`src/rtl/core/uqp_pkg.sv`:
```
// ----------------------------------------------------------------------------
// uqp_pkg: shared types and helpers for the URL query parameter parser
// Result record, per-byte result bundle, character codes and the hex decoder.
// ----------------------------------------------------------------------------
package uqp_pkg;

	// Most results a single input byte can cause
	localparam int NumRes = 5;
	localparam int CntW   = $clog2(NumRes + 1);

	// Depth of the queue between front and back
	localparam int QDepth = 4;
	localparam int QAw    = $clog2(QDepth);

	localparam logic [7:0] CH_QUEST = 8'h3F;
	localparam logic [7:0] CH_HASH  = 8'h23;
	localparam logic [7:0] CH_AMP   = 8'h26;
	localparam logic [7:0] CH_EQ    = 8'h3D;
	localparam logic [7:0] CH_PLUS  = 8'h2B;
	localparam logic [7:0] CH_PCT   = 8'h25;
	localparam logic [7:0] CH_SPACE = 8'h20;

	typedef enum logic [1:0] {
		KIND_KEY       = 2'd0,
		KIND_VALUE     = 2'd1,
		KIND_END_PARAM = 2'd2,
		KIND_END_URL   = 2'd3
	} kind_t;

	typedef enum logic [1:0] {
		ESC_NONE = 2'd0,
		ESC_PCT  = 2'd1,
		ESC_HEX  = 2'd2
	} esc_t;

	typedef struct packed {
		kind_t      kind;
		logic [7:0] data;
	} res_t;

	// All results of one input byte, in order
	typedef struct packed {
		logic [CntW-1:0]         cnt;
		res_t [NumRes-1:0]       res;
	} desc_t;

	typedef struct packed {
		logic full;
		logic empty;
	} q_stat_t;

	// Append one result to a bundle
	function automatic desc_t desc_add(desc_t d, kind_t k, logic [7:0] b);
		desc_t r;
		r = d;
		if (d.cnt < CntW'(NumRes)) begin
			r.res[d.cnt].kind = k;
			r.res[d.cnt].data = b;
			r.cnt = d.cnt + CntW'(1);
		end
		return r;
	endfunction

	// Emit a pending escape literally
	function automatic desc_t flush_esc(desc_t d, esc_t esc, logic [7:0] held, kind_t k);
		desc_t r;
		r = d;
		if (esc == ESC_PCT || esc == ESC_HEX) begin
			r = desc_add(r, k, CH_PCT);
		end
		if (esc == ESC_HEX) begin
			r = desc_add(r, k, held);
		end
		return r;
	endfunction

	// {is_hex, nibble}
	function automatic logic [4:0] hex_dec(logic [7:0] c);
		logic [4:0] r;
		r = 5'd0;
		if (c >= 8'h30 && c <= 8'h39) begin
			r = {1'b1, c[3:0]};
		end else if ((c >= 8'h61 && c <= 8'h66) || (c >= 8'h41 && c <= 8'h46)) begin
			r = {1'b1, c[3:0] + 4'd9};
		end
		return r;
	endfunction

endpackage

```
`src/rtl/core/uqp_front.sv`:
```
// ----------------------------------------------------------------------------
// uqp_front: byte classifier and parse state
// Takes one URL byte per beat and builds the bundle of results it causes.
// ----------------------------------------------------------------------------
module uqp_front (
	input  logic           clk,
	input  logic           arst_n,
	input  logic           accept,
	input  logic [7:0]     url_byte,
	input  logic           url_end,
	output logic           push,
	output uqp_pkg::desc_t push_desc
);
	import uqp_pkg::*;

	typedef enum logic [1:0] {
		PH_BEFORE = 2'd0,
		PH_IN     = 2'd1,
		PH_AFTER  = 2'd2
	} phase_t;

	phase_t     phase_q, ph;
	logic       hbq_q, hbq;
	logic       inv_q, inv;
	esc_t       esc_q, esc;
	logic [7:0] held_q, held;
	logic       ne_q, ne;
	desc_t      d;
	logic [4:0] hv;
	logic [4:0] hh;
	logic       raw;
	kind_t      dk;

	always_comb begin
		ph   = phase_q;
		hbq  = hbq_q;
		inv  = inv_q;
		esc  = esc_q;
		held = held_q;
		ne   = ne_q;
		d    = '0;
		hv   = hex_dec(url_byte);
		hh   = hex_dec(held_q);
		raw  = 1'b0;
		dk   = inv_q ? KIND_VALUE : KIND_KEY;

		case (phase_q)
			PH_BEFORE: begin
				if (url_byte == CH_QUEST) begin
					ph  = PH_IN;
					ne  = 1'b0;
					inv = 1'b0;
					esc = ESC_NONE;
				end else if (url_byte == CH_HASH) begin
					hbq = 1'b1;
				end
			end
			PH_IN: begin
				if (url_byte == CH_HASH && !hbq_q) begin
					if (ne_q) begin
						d = flush_esc(d, esc_q, held_q, dk);
						d = desc_add(d, KIND_END_PARAM, 8'h00);
					end
					ne  = 1'b0;
					inv = 1'b0;
					esc = ESC_NONE;
					ph  = PH_AFTER;
				end else if (url_byte == CH_AMP) begin
					d   = flush_esc(d, esc_q, held_q, dk);
					d   = desc_add(d, KIND_END_PARAM, 8'h00);
					esc = ESC_NONE;
					ne  = 1'b0;
					inv = 1'b0;
				end else if (url_byte == CH_EQ && !inv_q) begin
					ne  = 1'b1;
					d   = flush_esc(d, esc_q, held_q, dk);
					esc = ESC_NONE;
					inv = 1'b1;
				end else begin
					ne  = 1'b1;
					raw = 1'b1;
					if (esc_q == ESC_PCT) begin
						if (hv[4]) begin
							held = url_byte;
							esc  = ESC_HEX;
							raw  = 1'b0;
						end else begin
							d   = flush_esc(d, esc_q, held_q, dk);
							esc = ESC_NONE;
						end
					end else if (esc_q == ESC_HEX) begin
						if (hv[4]) begin
							d   = desc_add(d, dk, {hh[3:0], hv[3:0]});
							esc = ESC_NONE;
							raw = 1'b0;
						end else begin
							d   = flush_esc(d, esc_q, held_q, dk);
							esc = ESC_NONE;
						end
					end
					if (raw) begin
						if (url_byte == CH_PCT) begin
							esc = ESC_PCT;
						end else if (url_byte == CH_PLUS) begin
							d = desc_add(d, dk, CH_SPACE);
						end else begin
							d = desc_add(d, dk, url_byte);
						end
					end
				end
			end
			default: ;
		endcase

		// close the query and the URL on the final byte
		if (url_end) begin
			if (ph == PH_IN && ne) begin
				d = flush_esc(d, esc, held, inv ? KIND_VALUE : KIND_KEY);
				d = desc_add(d, KIND_END_PARAM, 8'h00);
			end
			d    = desc_add(d, KIND_END_URL, 8'h00);
			ph   = PH_BEFORE;
			hbq  = 1'b0;
			inv  = 1'b0;
			esc  = ESC_NONE;
			held = 8'h00;
			ne   = 1'b0;
		end
	end

	assign push      = accept && (d.cnt != '0);
	assign push_desc = d;

	always_ff @(posedge clk or negedge arst_n) begin
		if (!arst_n) begin
			phase_q <= PH_BEFORE;
			hbq_q   <= 1'b0;
			inv_q   <= 1'b0;
			esc_q   <= ESC_NONE;
			held_q  <= 8'h00;
			ne_q    <= 1'b0;
		end else if (accept) begin
			phase_q <= ph;
			hbq_q   <= hbq;
			inv_q   <= inv;
			esc_q   <= esc;
			held_q  <= held;
			ne_q    <= ne;
		end
	end

endmodule

```
`src/rtl/core/uqp_queue.sv`:
```
// ----------------------------------------------------------------------------
// uqp_queue: short queue of result bundles
// Decouples the classifier from the result serializer.
// ----------------------------------------------------------------------------
module uqp_queue (
	input  logic             clk,
	input  logic             arst_n,
	input  logic             push,
	input  uqp_pkg::desc_t   push_desc,
	input  logic             pop,
	output uqp_pkg::desc_t   head,
	output uqp_pkg::q_stat_t stat
);
	import uqp_pkg::*;

	desc_t          mem_q [QDepth];
	logic [QAw-1:0] wr_q, rd_q;
	logic [QAw:0]   cnt_q;

	assign head       = mem_q[rd_q];
	assign stat.full  = (cnt_q == (QAw+1)'(QDepth));
	assign stat.empty = (cnt_q == '0);

	always_ff @(posedge clk) begin
		if (push) begin
			mem_q[wr_q] <= push_desc;
		end
	end

	always_ff @(posedge clk or negedge arst_n) begin
		if (!arst_n) begin
			wr_q  <= '0;
			rd_q  <= '0;
			cnt_q <= '0;
		end else begin
			if (push) begin
				wr_q <= wr_q + QAw'(1);
			end
			if (pop) begin
				rd_q <= rd_q + QAw'(1);
			end
			case ({push, pop})
				2'b10:   cnt_q <= cnt_q + (QAw+1)'(1);
				2'b01:   cnt_q <= cnt_q - (QAw+1)'(1);
				default: ;
			endcase
		end
	end

endmodule

```
`src/rtl/core/uqp_back.sv`:
```
// ----------------------------------------------------------------------------
// uqp_back: result serializer
// Walks the head bundle one result per beat into the output register.
// ----------------------------------------------------------------------------
module uqp_back (
	input  logic             clk,
	input  logic             arst_n,
	input  uqp_pkg::desc_t   head,
	input  uqp_pkg::q_stat_t stat,
	output logic             pop,
	input  logic             out_stall,
	output logic             out_valid,
	output uqp_pkg::res_t    out_res,
	output logic             out_last
);
	import uqp_pkg::*;

	logic [CntW-1:0] idx_q;
	logic            out_valid_q;
	res_t            res_q;
	logic            last_q;
	logic            load, take, at_last;

	assign load    = !out_valid_q || !out_stall;
	assign take    = load && !stat.empty;
	assign at_last = (idx_q == head.cnt - CntW'(1));
	assign pop     = take && at_last;

	always_ff @(posedge clk or negedge arst_n) begin
		if (!arst_n) begin
			out_valid_q <= 1'b0;
			idx_q       <= '0;
		end else if (load) begin
			out_valid_q <= !stat.empty;
			if (take) begin
				idx_q <= at_last ? '0 : idx_q + CntW'(1);
			end
		end
	end

	always_ff @(posedge clk) begin
		if (take) begin
			res_q  <= head.res[idx_q];
			last_q <= at_last;
		end
	end

	assign out_valid = out_valid_q;
	assign out_res   = res_q;
	assign out_last  = last_q;

endmodule

```
`src/rtl/core/url_query_param_parser.sv`:
```
// ----------------------------------------------------------------------------
// url_query_param_parser: streaming URL query parameter decoder
// Takes a URL byte by byte and emits decoded key bytes, value bytes,
// end-of-parameter and end-of-URL marks.
// ----------------------------------------------------------------------------
//
//  channel | beat contents            | handshake
//  --------+--------------------------+----------------------
//  in      | url_byte, url_end        | in_valid / in_stall
//  out     | kind, out_byte, run_last | out_valid / out_stall
//
//  A URL byte is taken every cycle while the bundle queue has room; the
//  classifier decides all results of a byte in the cycle it arrives.
//  The serializer delivers one result per cycle while out_stall is low,
//  so a byte causing up to five results (escape flush plus end marks)
//  keeps the output busy with them in turn; the four-deep queue absorbs
//  such bursts; a result passes through the queue, then the output register.
//  Reset clears the parse state, empties the queue and clears out_valid.
//
module url_query_param_parser (
	input  logic       clk,
	input  logic       arst_n,
	input  logic       in_valid,
	output logic       in_stall,
	input  logic [7:0] url_byte,
	input  logic       url_end,
	output logic       out_valid,
	input  logic       out_stall,
	output logic [1:0] kind,
	output logic [7:0] out_byte,
	output logic       run_last
);
	import uqp_pkg::*;

	logic    accept, push, pop;
	desc_t   push_desc, head;
	q_stat_t q_stat;
	res_t    out_res;

	// hold input while the queue is full
	assign in_stall = q_stat.full;
	assign accept   = in_valid && !in_stall;

	uqp_front u_front (
		.clk       (clk),
		.arst_n    (arst_n),
		.accept    (accept),
		.url_byte  (url_byte),
		.url_end   (url_end),
		.push      (push),
		.push_desc (push_desc)
	);

	uqp_queue u_queue (
		.clk       (clk),
		.arst_n    (arst_n),
		.push      (push),
		.push_desc (push_desc),
		.pop       (pop),
		.head      (head),
		.stat      (q_stat)
	);

	uqp_back u_back (
		.clk       (clk),
		.arst_n    (arst_n),
		.head      (head),
		.stat      (q_stat),
		.pop       (pop),
		.out_stall (out_stall),
		.out_valid (out_valid),
		.out_res   (out_res),
		.out_last  (run_last)
	);

	assign kind     = out_res.kind;
	assign out_byte = out_res.data;

`ifndef SYNTH
	// never write a full queue
	a_no_overflow: assert property (@(posedge clk) disable iff (!arst_n)
		push |-> !q_stat.full)
		else $error("bundle queue overflow");

	// never drain an empty queue
	a_no_underflow: assert property (@(posedge clk) disable iff (!arst_n)
		pop |-> !q_stat.empty)
		else $error("bundle queue underflow");

	// end of URL always closes its byte's run, with a zero byte
	a_end_url_last: assert property (@(posedge clk) disable iff (!arst_n)
		out_valid && (kind == KIND_END_URL) |-> run_last && (out_byte == 8'h00))
		else $error("end of URL not last in run");
`endif

endmodule

```
`config.mk`:
```
export PLATFORM = sky130hd
export DESIGN_NAME = url_query_param_parser
export DESIGN_NICKNAME = d
export VERILOG_FILES = /design/src/rtl/core/uqp_pkg.sv /design/src/rtl/core/uqp_front.sv /design/src/rtl/core/uqp_queue.sv /design/src/rtl/core/uqp_back.sv /design/src/rtl/core/url_query_param_parser.sv
export SDC_FILE = /design/constraint.sdc
export NUM_CORES = 1
export LEC_CHECK = 0
export ABC_AREA = 1
export BUFFER_PORTS_ARGS = -buffer_cell sky130_fd_sc_hd__buf_2
export CORE_ASPECT_RATIO = 0.75
export CORE_MARGIN = 2
export CORE_UTILIZATION = 63
export CTS_CLUSTER_SIZE = 14
export DETAILED_ROUTE_END_ITERATION = 10
export PLACE_DENSITY = 0.9
export SLEW_MARGIN = 20
export SYNTH_ARGS = -nofsm -noshare
export SYNTH_HDL_FRONTEND = slang
export SYNTH_SLANG_ARGS = --single-unit
```
`constraint.sdc`:
```
create_clock -name clk -period 7.52 [get_ports clk]
set_input_delay 0.752 -clock clk [delete_from_list [all_inputs] [get_ports clk]]
set_output_delay 0.752 -clock clk [all_outputs]
set_load 0.05 [all_outputs]
```
Word-level counts from Yosys, hierarchy flattened
Memories as Yosys holds them, arrays and structs flattened.
Cells that the tools add are included.

cells by class
  reduce and logical (&&, ||, !) cells = 44
  $add $sub $neg = 20
  equal/unequal tests = 17
  multiplexer cells = 200
  order comparisons = 49

operators by type and width
  cell                                                                                  count
  53-bit 2-to-1 mux                                                                     70
  50-bit bitwise mux                                                                    25
  10-bit demux with 3-bit select                                                        24
  8-bit 2-to-1 mux                                                                      19
  10-bit 2-to-1 mux                                                                     13
  3-bit by 4-bit less-than comparator with 1-bit output (second input constant)         13
  51-bit 2-to-1 mux                                                                     1
  8-bit by 6-bit == test with 1-bit output (second input constant)                      6
  3-bit by 1-bit adder with 3-bit output (second input constant)                        14
  3-bit by 1-bit greater-or-equal comparator with 1-bit output (second input constant)  12
  3-bit less-than comparator (second input constant)                                    12
  8-bit by 7-bit greater-or-equal comparator with 1-bit output (second input constant)  4
  8-bit by 7-bit <= comparator with 1-bit output (second input constant)                4
  10-bit binary-select mux with 3-bit select                                            1
  2-bit 2-to-1 mux                                                                      13
  1-bit logical AND                                                                     25
  1-bit 2-to-1 mux                                                                      24
  8-bit by 6-bit greater-or-equal comparator with 1-bit output (second input constant)  2
  8-bit by 6-bit <= comparator with 1-bit output (second input constant)                2
  2-bit by 1-bit == test with 1-bit output (second input constant)                      5
  5-bit 2-to-1 mux                                                                      2
  4-bit adder (second input constant)                                                   2
  4-bit 2-to-1 mux                                                                      2
  2-bit case mux with 2 select lines                                                    2
  17 further kinds                                                                      33

storage, ports and cells
  flip-flop bits (word level) = 37
  memories = 1
  output and inout port bits = 13
  bits in writable memories = 212
  logic and storage cells = 345
  input port bits = 13

memories
  memory         depth  width  read ports  clocked after memory_dff  wr ports  line             source
  u_queue.mem_q  4      53     1           0                         1         uqp_queue.sv:16  desc_t mem_q [QDepth];

Longest topological paths before layout
Gate-level depths: netlist (run 1).

  depth in word-level cells = 81
  gate-level depth with buffers = 43
  mapped depth without buffers = 43

Modules after synthesis
Synthesis (run 1) repeated with hierarchy kept, for this count alone.

unflattened totals
  cell total of the unflattened synthesis = 1,595
  area total of the unflattened synthesis = 14,541.4 µm²

modules (own cells, without submodules)
  module                  instances  area an instance (µm²)  sequential area each (µm²)  cells each
  uqp_queue               1          9,192.6                 6,541.3                     667
  uqp_front               1          4,246.6                 375.4                       763
  uqp_back                1          1,092.3                 430.4                       163
  url_query_param_parser  1          10.0                    0.0                         2

Worst setup path after synthesis (run 1)
Ideal clock, no wire load.

  path kind = in2reg
  start point = in url_byte[3]
  end point = mem u_queue.mem_q[0][0] in the netlist's numbering (enable)
  data arrival time = 6.900 ns
  path buffers = 3
  stages on the path = 32
  slack = 0.156 ns
  cells stage by stage = buf_6 -> inv_2 -> nand2_1 -> clkinv_1 -> nand3_1 -> buf_2 -> nand2_1 -> nor2_2 -> inv_1 -> nor2_1 -> inv_1 -> nor3_1 -> a21oi_1 -> inv_1 -> ha_1 -> buf_1 -> inv_1 -> nand3_1 -> nand2_1 -> nand2_1 -> nor2_1 -> nor2_2 -> ha_1 -> nand4_1 -> nand2_2 -> ha_1 -> inv_1 -> a21oi_1 -> nand2_2 -> nand2_2 -> o21bai_4 -> nor2_1

RTL lines
  what                line                          source
  start: declaration  url_query_param_parser.sv:25  input logic [7:0] url_byte,
  end: declaration    uqp_queue.sv:16

Worst setup path in the final report (run 1)
  start point = reg u_front.esc_q[1]
  end point = reg u_queue.cnt_q[2]

between the ends
  cells in the longest elaborated chain, start to end = 49
  elaborated cells between the ends (all ways) = 122
  classes of those cells = 12 x add/sub; 12 x order compare; 6 x eq/ne; 87 x mux; 5 x reduce/logical

ends and longest elaborated chain
  what                                                                                  line                              source
  start: declaration                                                                    uqp_front.sv:25                   esc_t esc_q, esc;
  start signal: assignment                                                              uqp_front.sv:146                  esc_q <= esc;
  2-bit by 1-bit == test with 1-bit output or 2-bit == test (tied branches)             n/a
  1-bit logical OR                                                                      uqp_pkg.sv:68                     if (esc == ESC_PCT || esc == ESC_HEX) begin
  51-bit 2-to-1 mux                                                                     uqp_pkg.sv:68
  53-bit 2-to-1 mux                                                                     uqp_front.sv:83, uqp_front.sv:92
  53-bit 2-to-1 mux                                                                     uqp_front.sv:91                   end else if (esc_q == ESC_HEX) begin
  53-bit 2-to-1 mux                                                                     uqp_front.sv:82                   if (esc_q == ESC_PCT) begin
  53-bit 2-to-1 mux                                                                     uqp_front.sv:74                   end else if (url_byte == CH_EQ && !inv_q) begin
  53-bit 2-to-1 mux                                                                     uqp_front.sv:68                   end else if (url_byte == CH_AMP) begin
  [... 33 more ...]                                                                     n/a
  53-bit 2-to-1 mux                                                                     uqp_front.sv:116                  if (url_end) begin
  3-bit by 1-bit adder with 3-bit output or 3-bit less-than comparator (tied branches)  uqp_pkg.sv:59, uqp_pkg.sv:56
  53-bit 2-to-1 mux                                                                     uqp_pkg.sv:56                     if (d.cnt < CntW'(NumRes)) begin
  53-bit 2-to-1 mux (*)                                                                 uqp_front.sv:116
  3-bit nonzero test (*)                                                                uqp_front.sv:131                  assign push = accept && (d.cnt != '0);
  1-bit logical AND (*)                                                                 uqp_front.sv:131
  2-bit by 1-bit == test with 1-bit output or 2-bit == test (tied branches)             uqp_queue.sv:42                   case ({push, pop})
  3-bit case mux with 2 select lines or 2-bit nonzero test (tied branches)              n/a
  end signal: assignment                                                                uqp_queue.sv:43                   2'b10: cnt_q <= cnt_q + (QAw+1)'(1);
  end signal: assignment                                                                uqp_queue.sv:44                   2'b01: cnt_q <= cnt_q - (QAw+1)'(1);
  end: declaration                                                                      uqp_queue.sv:18                   logic [QAw:0] cnt_q;

Mark *: on every way between the ends. The rest lies on a longest branch, timed or not. The select of a mux whose other input is x is not followed.
A chain may end at the register's enable or synchronous reset.

==> qor.csv, run 1 <==
metric,value,unit
ant_nets,0,
fmax,0.162,GHz
maxSlewViolCount,0,
antenna_found_initial,0,
clk_latency,0.52,ns
critPathRequiredTime,7.91,ns
fillers,1457,
power.switching,0.00166,W
fin_crit_sh,0.822,
ioPinCount,26,
cp-end-kind,flop,
numCtsBuffers,24,
leakage,5.44,nW
slowest_stage,dfrtp_1,
grtUsageTotal,0.348,
maxCapViolCount,0,
yosys.area.top_type,edfxtp_1,
max_slew_margin,0.382,
cts_tree,built,
rsz0062_at_grt,false,
vias_per_cell,6.65,
netlist_instances,1390,
first_iter_violations,1943,
setup_slack,1.34,ns
die-area,22300,sq um
synth_fp_nets,1429,
ys_types,53,
seq_area_frac_synth,0.554,
async_reset_ff_frac,0.104,
hold_viol_final,0,
hold_buffers,0,
combPwrFrac,0.327,
io_buffers,25,
crit_top_cell,nand2_1,
place_hpwl,26100,microns
yosys.area.top_type_share,0.505,
hold_path_class,primary input to async pin,
synth_area_leaders,"edfxtp_1, o21ai_0, nand2_1, nor2_1, dfrtp_1",
antenna_cells,0,
fin_crit,6.18,ns
grt_pass1_wl,58500,microns
synth_area_per_cell,9.55,sq um
grt_max_degree,84,
fin_skew,0.0126,ns
switching_share,0.366,
dr.pass1.iters,6,
die_y,130,microns
intPower,0.00288,W
synth_area,13300,sq um
cp_max_fo,10,
rows,45,
crit_type,flop to flop,
grt_overflow,0,
clk_pin_slew,0.07,ns
ys_ff_latch,249,
tightest_slew,0.918,ns
cts-root-buf,clkbuf_16,
syn_to_final_growth,9.42,%
tns,0,ns
p_per_area,313,nW/um^2
cts_buffer_depth,3,
core_area,20400,sq um
post-cts-setup-buffer-count,0,
cp.arrival,6.57,ns
synth_ff_type,edfxtp_1,
drive_above_1_share,0.125,
p_clk_frac,0.267,
routed_wl,38600,microns
clock-sinks,249,
ir_drop,268,uV
via_count,11300,
critical_path.max_stage_delay,0.45,ns
synth_edf_count,223,
yosysWarnings,0,
dpl_worst_slack,1.11,ns
start_util,0.649,
start_kind,flop,
cts_resized,0,
status,"finished, final reports clean",
num-nets-final,1441,
drc,0,
grt_pass1_vias,10300,
gp_congestion,1.04,
die_w,172,microns
cts-htree-levels,1,
avgRoutedWirePerCell,22.7,microns
finalSetupViolCount,0,
sequentialPowerShare,0.406,
==> logic make-up (layout without fill, tap and decap cells) <==
kind of cell / Yosys count / in the layout / share of synthesized area
xor+xnor: 11 / 11 / 0.00726
flops: 249 / 249 / 0.554
fa+ha+maj: 26 / 26 / 0.0251
buf+inv: 191 / 221 / 0.0554
compound gates: 398 / 398 / 0.181
simple gates: 515 / 515 / 0.177
==> final cells by class <==
type,instances,area [sq um],area share
flip-flops and latches,249,7350,0.506
multi-input cells,950,5220,0.359
clock buffers,36,686,0.0472
inverters,127,482,0.0332
well taps,282,353,0.0243
repair buffers,50,325,0.0224
clock inverters,8,109,0.00750
==> metal layers <==
layer | GRT usage | vias to the layer above | part of all wire
met4 | 0.101 | 0 | 0.028
met3 | 0.0783 | 105 | 0.14
li1 | - | 5020 | -
met5 | 0 | - | 0
met1 | 0.516 | 5312 | 0.39
met2 | 0.520 | 873 | 0.44
==> registers in the layout, summed over array words and instances, names as in the netlist <==
| signal | cells |
|---|---|
| u_queue.rd_q | 2 |
| u_front.held_q | 8 |
| u_front.phase_q | 2 |
| u_back.idx_q | 3 |
| u_front.ne_q | 1 |
| u_back.out_last | 1 |
| u_queue.mem_q | 212 |
| u_back.out_res | 10 |
| u_front.inv_q | 1 |
| u_front.esc_q | 2 |
| u_queue.cnt_q | 3 |
| u_front.hbq_q | 1 |
| u_back.out_valid | 1 |
| u_queue.wr_q | 2 |
==> path summary, 6_finish.rpt <==
kind,start,to,slack (ns),cells past startpoint
setup / recovery,u_front.esc_q[1],u_queue.cnt_q[2],1.34,31
min in group clk,out_stall,u_back.out_valid,0.48,3
hold reg to reg,u_back.out_valid,u_back.out_valid,0.52,2
max in group asynchronous,arst_n,u_queue.rd_q[0],6.77,1
setup reg to reg,u_front.esc_q[1],u_queue.cnt_q[2],1.34,31
hold / removal,arst_n,u_front.hbq_q,0.27,1
==> cells in the mapped netlist, drive strengths merged, types with 6 or more instances <==
library cell / instances
buf: 8
nor3: 18
ha: 25
o21ai: 185
clkbuf: 56
o221ai: 22
o211ai: 19
xor2: 7
nand3: 69
a21oi: 39
edfxtp: 223
nand4: 13
o22ai: 78
a31o: 10
nand2: 226
nor2: 186
clkinv: 6
a31oi: 14
dfrtp: 26
inv: 121
==> stage by stage <==
step                hold WS, ns  instances  cell area [sq um]  total power, W  utilization
floorplan                 0.456       1390              13300         0.00289            -
global placement          0.489       1658              13700         0.00325        0.672
finish                    0.265       1702              14500         0.00455        0.710
global route              0.320       1702              14500         0.00475        0.710
detailed placement        0.496       1658              13700         0.00332        0.672
CTS                       0.293       1702              14500         0.00452        0.710
==> power groups by stage <==
stage / Clock (W) / Sequential [W] / Combinational [W]
finish: 0.00121 / 0.00184 / 0.00149
global route: 0.00127 / 0.00186 / 0.00162
CTS: 0.00121 / 0.00184 / 0.00147
detailed placement: 0 / 0.00187 / 0.00146
global placement: 0 / 0.00186 / 0.00139
floorplan: 0 / 0.00196 / 0.000936
==> placed cells by master (no fill, tap or decap), types with 14 or more instances in the layout <==
cell         n
a21oi_1     37
a31oi_1     14
buf_2       25
buf_4       24
clkbuf_16   24
dfrtp_1     25
edfxtp_1   223
ha_1        25
inv_1      104
inv_2       17
nand2_1    192
nand2_2     22
nand3_1     62
nor2_1     175
nor3_1      16
o211ai_1    19
o21ai_0    174
o221ai_1    22
o22ai_1     78
==> worst max-delay path, delay by kind of cell (launching register included) <==
kind / cells / cell delay (ns)
AOI/OAI and AO/OA: 5 / 0.86
xor gates and xnor gates: 1 / 0.15
adders and majority gates: 6 / 1.96
buffers and inverters: 6 / 1.01
DFF: 1 / 0.45
and+or+nand+nor: 13 / 1.63
(Power assumes the default switching activity.)
==> run 2: changes to the inputs <==
==> constraint.sdc (replaced) <==
create_clock -name clk -period 6.3 [get_ports clk]
set_input_delay 0.63 -clock clk [delete_from_list [all_inputs] [get_ports clk]]
set_output_delay 0.63 -clock clk [all_outputs]
set_load 0.05 [all_outputs]
==> run 2 against run 1 <==
  * Sequential cell count unchanged
  * Combinational power increased by 25%
  * Critical path depth rose by 7
  * Clock skew rose by 0.0020 ns
  * Final cell count is 0.94% higher
  * Sequential share of layout area shrank 0.40 points
  * Die area unchanged
  * Final area is 0.79% higher
  * Global-route usage increased by 0.74 points
  * Fmax increased by 6.1%
  * Hold slack worse by 0.096 ns
  * Register-to-register slack got worse by 0.86 ns
  * Critical endpoint unchanged
  * Largest cell class unchanged
==> qor.csv, run 2 (synthesis gave the netlist of run 1 again) <==
metric,value,unit,change
start_kind,flop,,unchanged
dr.pass1.iters,6,,unchanged
ir_drop,314,uV,was 268 uV
crit_type,flop to flop,,unchanged
max_slew_margin,0.169,,was 0.382
clk_pin_slew,0.06,ns,was 0.07 ns
grt_max_degree,109,,was 84
total_power,0.00543,W,was 0.00455 W
die_w,172,microns,unchanged
numCtsBuffers,24,,unchanged
num-nets-final,1457,,was 1441
ant_nets,0,,unchanged
die-area,22300,sq um,unchanged
fin_crit_sh,0.925,,was 0.822
layout_commonest_cell,edfxtp_1,,unchanged
clock-sinks,249,,unchanged
fin_skew,0.0146,ns,was 0.0126 ns
layout_common_cells,"edfxtp_1, nand2_1, nor2_1",,unchanged
drc,0,,unchanged
avgRoutedWirePerCell,23.0,microns,was 22.7 microns
p_per_area,371,nW/um^2,was 313 nW/um^2
cts-root-buf,clkbuf_16,,unchanged
crit_top_cell,nand2_1,,unchanged
hold_path_class,primary input to async pin,,unchanged
grt_overflow,0,,unchanged
cts-htree-levels,1,,unchanged
via_count,11600,,was 11300
ioPinCount,26,,unchanged
core_area,20400,sq um,unchanged
tightest_slew,1.23,ns,was 0.918 ns
hold_ws,0.169,ns,was 0.265 ns
grtUsageTotal,0.355,,was 0.348
grt_pass1_wl,60000,microns,was 58500 microns
routed_wl,39500,microns,was 38600 microns
cp_max_fo,9,,was 10
slowest_stage,ha_1,,was dfrtp_1
grt_pass1_vias,10900,,was 10300
rows,45,,unchanged
maxCapViolCount,0,,unchanged
cts_buffer_depth,3,,unchanged
maxSlewViolCount,0,,unchanged
cts_tree,built,,unchanged
reg2reg_depth,38,,was 31
top_register,u_queue.mem_q,,unchanged
clk_latency,0.53,ns,was 0.52 ns
place_inst,1671,,was 1658
stdcell_count,1718,,was 1702
tns,0,ns,unchanged
place_hpwl,26400,microns,was 26100 microns
status,"finished, final reports clean",,unchanged
cts_resized,0,,unchanged
hold_buffers,0,,unchanged
critical_path.max_stage_delay,0.50,ns,was 0.45 ns
r2r-start,u_front.esc_q[0],,was u_front.esc_q[1]
die_y,130,microns,unchanged
antenna_found_initial,0,,unchanged
finalSetupViolCount,0,,unchanged
first_iter_violations,1968,,was 1943
leakage,5.50,nW,was 5.44 nW
post-cts-setup-buffer-count,0,,unchanged
fmax,0.172,GHz,was 0.162 GHz
vias_per_cell,6.74,,was 6.65
r2r_setup_slack,0.47,ns,was 1.34 ns
cp-end-kind,flop,,unchanged
antenna_cells,0,,unchanged
cp.arrival,6.23,ns,was 6.57 ns
fin_crit,5.83,ns,was 6.18 ns
syn_to_final_growth,10.3,%,was 9.42%
gp_congestion,1.06,,was 1.04
start_util,0.649,,unchanged
largest_register_ffs,212,,unchanged
io_buffers,25,,unchanged
hold_viol_final,0,,unchanged
drive_above_1_share,0.130,,was 0.125
rsz0062_at_grt,false,,unchanged
final_util,0.716,,was 0.710
r2r-end,u_queue.cnt_q[2],,unchanged
critPathRequiredTime,6.70,ns,was 7.91 ns
run 2: cell count changes in the layout (fill, tap and decap cells not counted):
cell and change:
bufinv_16 -1, clkbuf_8 -3, clkinv_2 -3, clkbuf_1 +1, clkinv_4 +1, clkinv_1 +5, buf_12 +4, o21ai_0 -1
buf_4 +12, o21ai_1 +1
run 2: final cells by class:
class	count	area, sq um
Multi-Input combinational cell	950	5220
Tap cell	282	353
Timing Repair Buffer	66	495
Sequential cell	249	7350
Inverter	127	482
Fill cell	1442	5800
Clock buffer	34	648
Clock inverter	10	91.3
run 2: worst max path at each step:
stage / startpoint / depth (start not counted) / endpoint / slack [ns]
after floorplan: url_byte[3] / 32 / u_queue.mem_q[0][0] / -0.06
after global placement: url_byte[0] / 42 / u_queue.cnt_q[2] / 0.39
after detailed placement: url_byte[0] / 42 / u_queue.cnt_q[2] / 0.11
after CTS: u_front.esc_q[0] / 38 / u_queue.cnt_q[2] / 0.42
after global routing: u_front.esc_q[0] / 38 / u_queue.cnt_q[2] / 0.03
final: u_front.esc_q[0] / 38 / u_queue.cnt_q[2] / 0.47
run 2: worst max-delay path: cells and delay by family (launching register included):
family | cells | cell delay [ns]
simple gates | 23 | 2.20
flops | 1 | 0.46
compound gates | 3 | 0.49
xor+xnor | 1 | 0.17
fa+ha+maj | 6 | 1.83
buf+inv | 5 | 0.55
run 2: layer usage:
metal | up-vias | GRT usage | routed length, microns
li1 | 5052 | - | -
met1 | 5453 | 0.501 | 15100
met2 | 921 | 0.542 | 17400
met3 | 145 | 0.0910 | 5610
met4 | 0 | 0.125 | 1410
met5 | - | 0 | 0
run 2: where the power goes:
part | total [W] | switching, W | internal [W]
sequential | 0.00220 | 0.000117 | 0.00209
combinational | 0.00186 | 0.00132 | 0.000539
clock | 0.00137 | 0.000608 | 0.000764
total | 0.00543 | 0.00204 | 0.00339
run 2: metrics by stage:
stage,area (sq um),worst slack (ns)
6_report,14600,0.471
5_1_grt,14600,0.0319
3_5_place_dp,13900,0.115
3_3_place_gp,13900,0.394
2_1_floorplan,13300,-0.0642
4_1_cts,14600,0.420
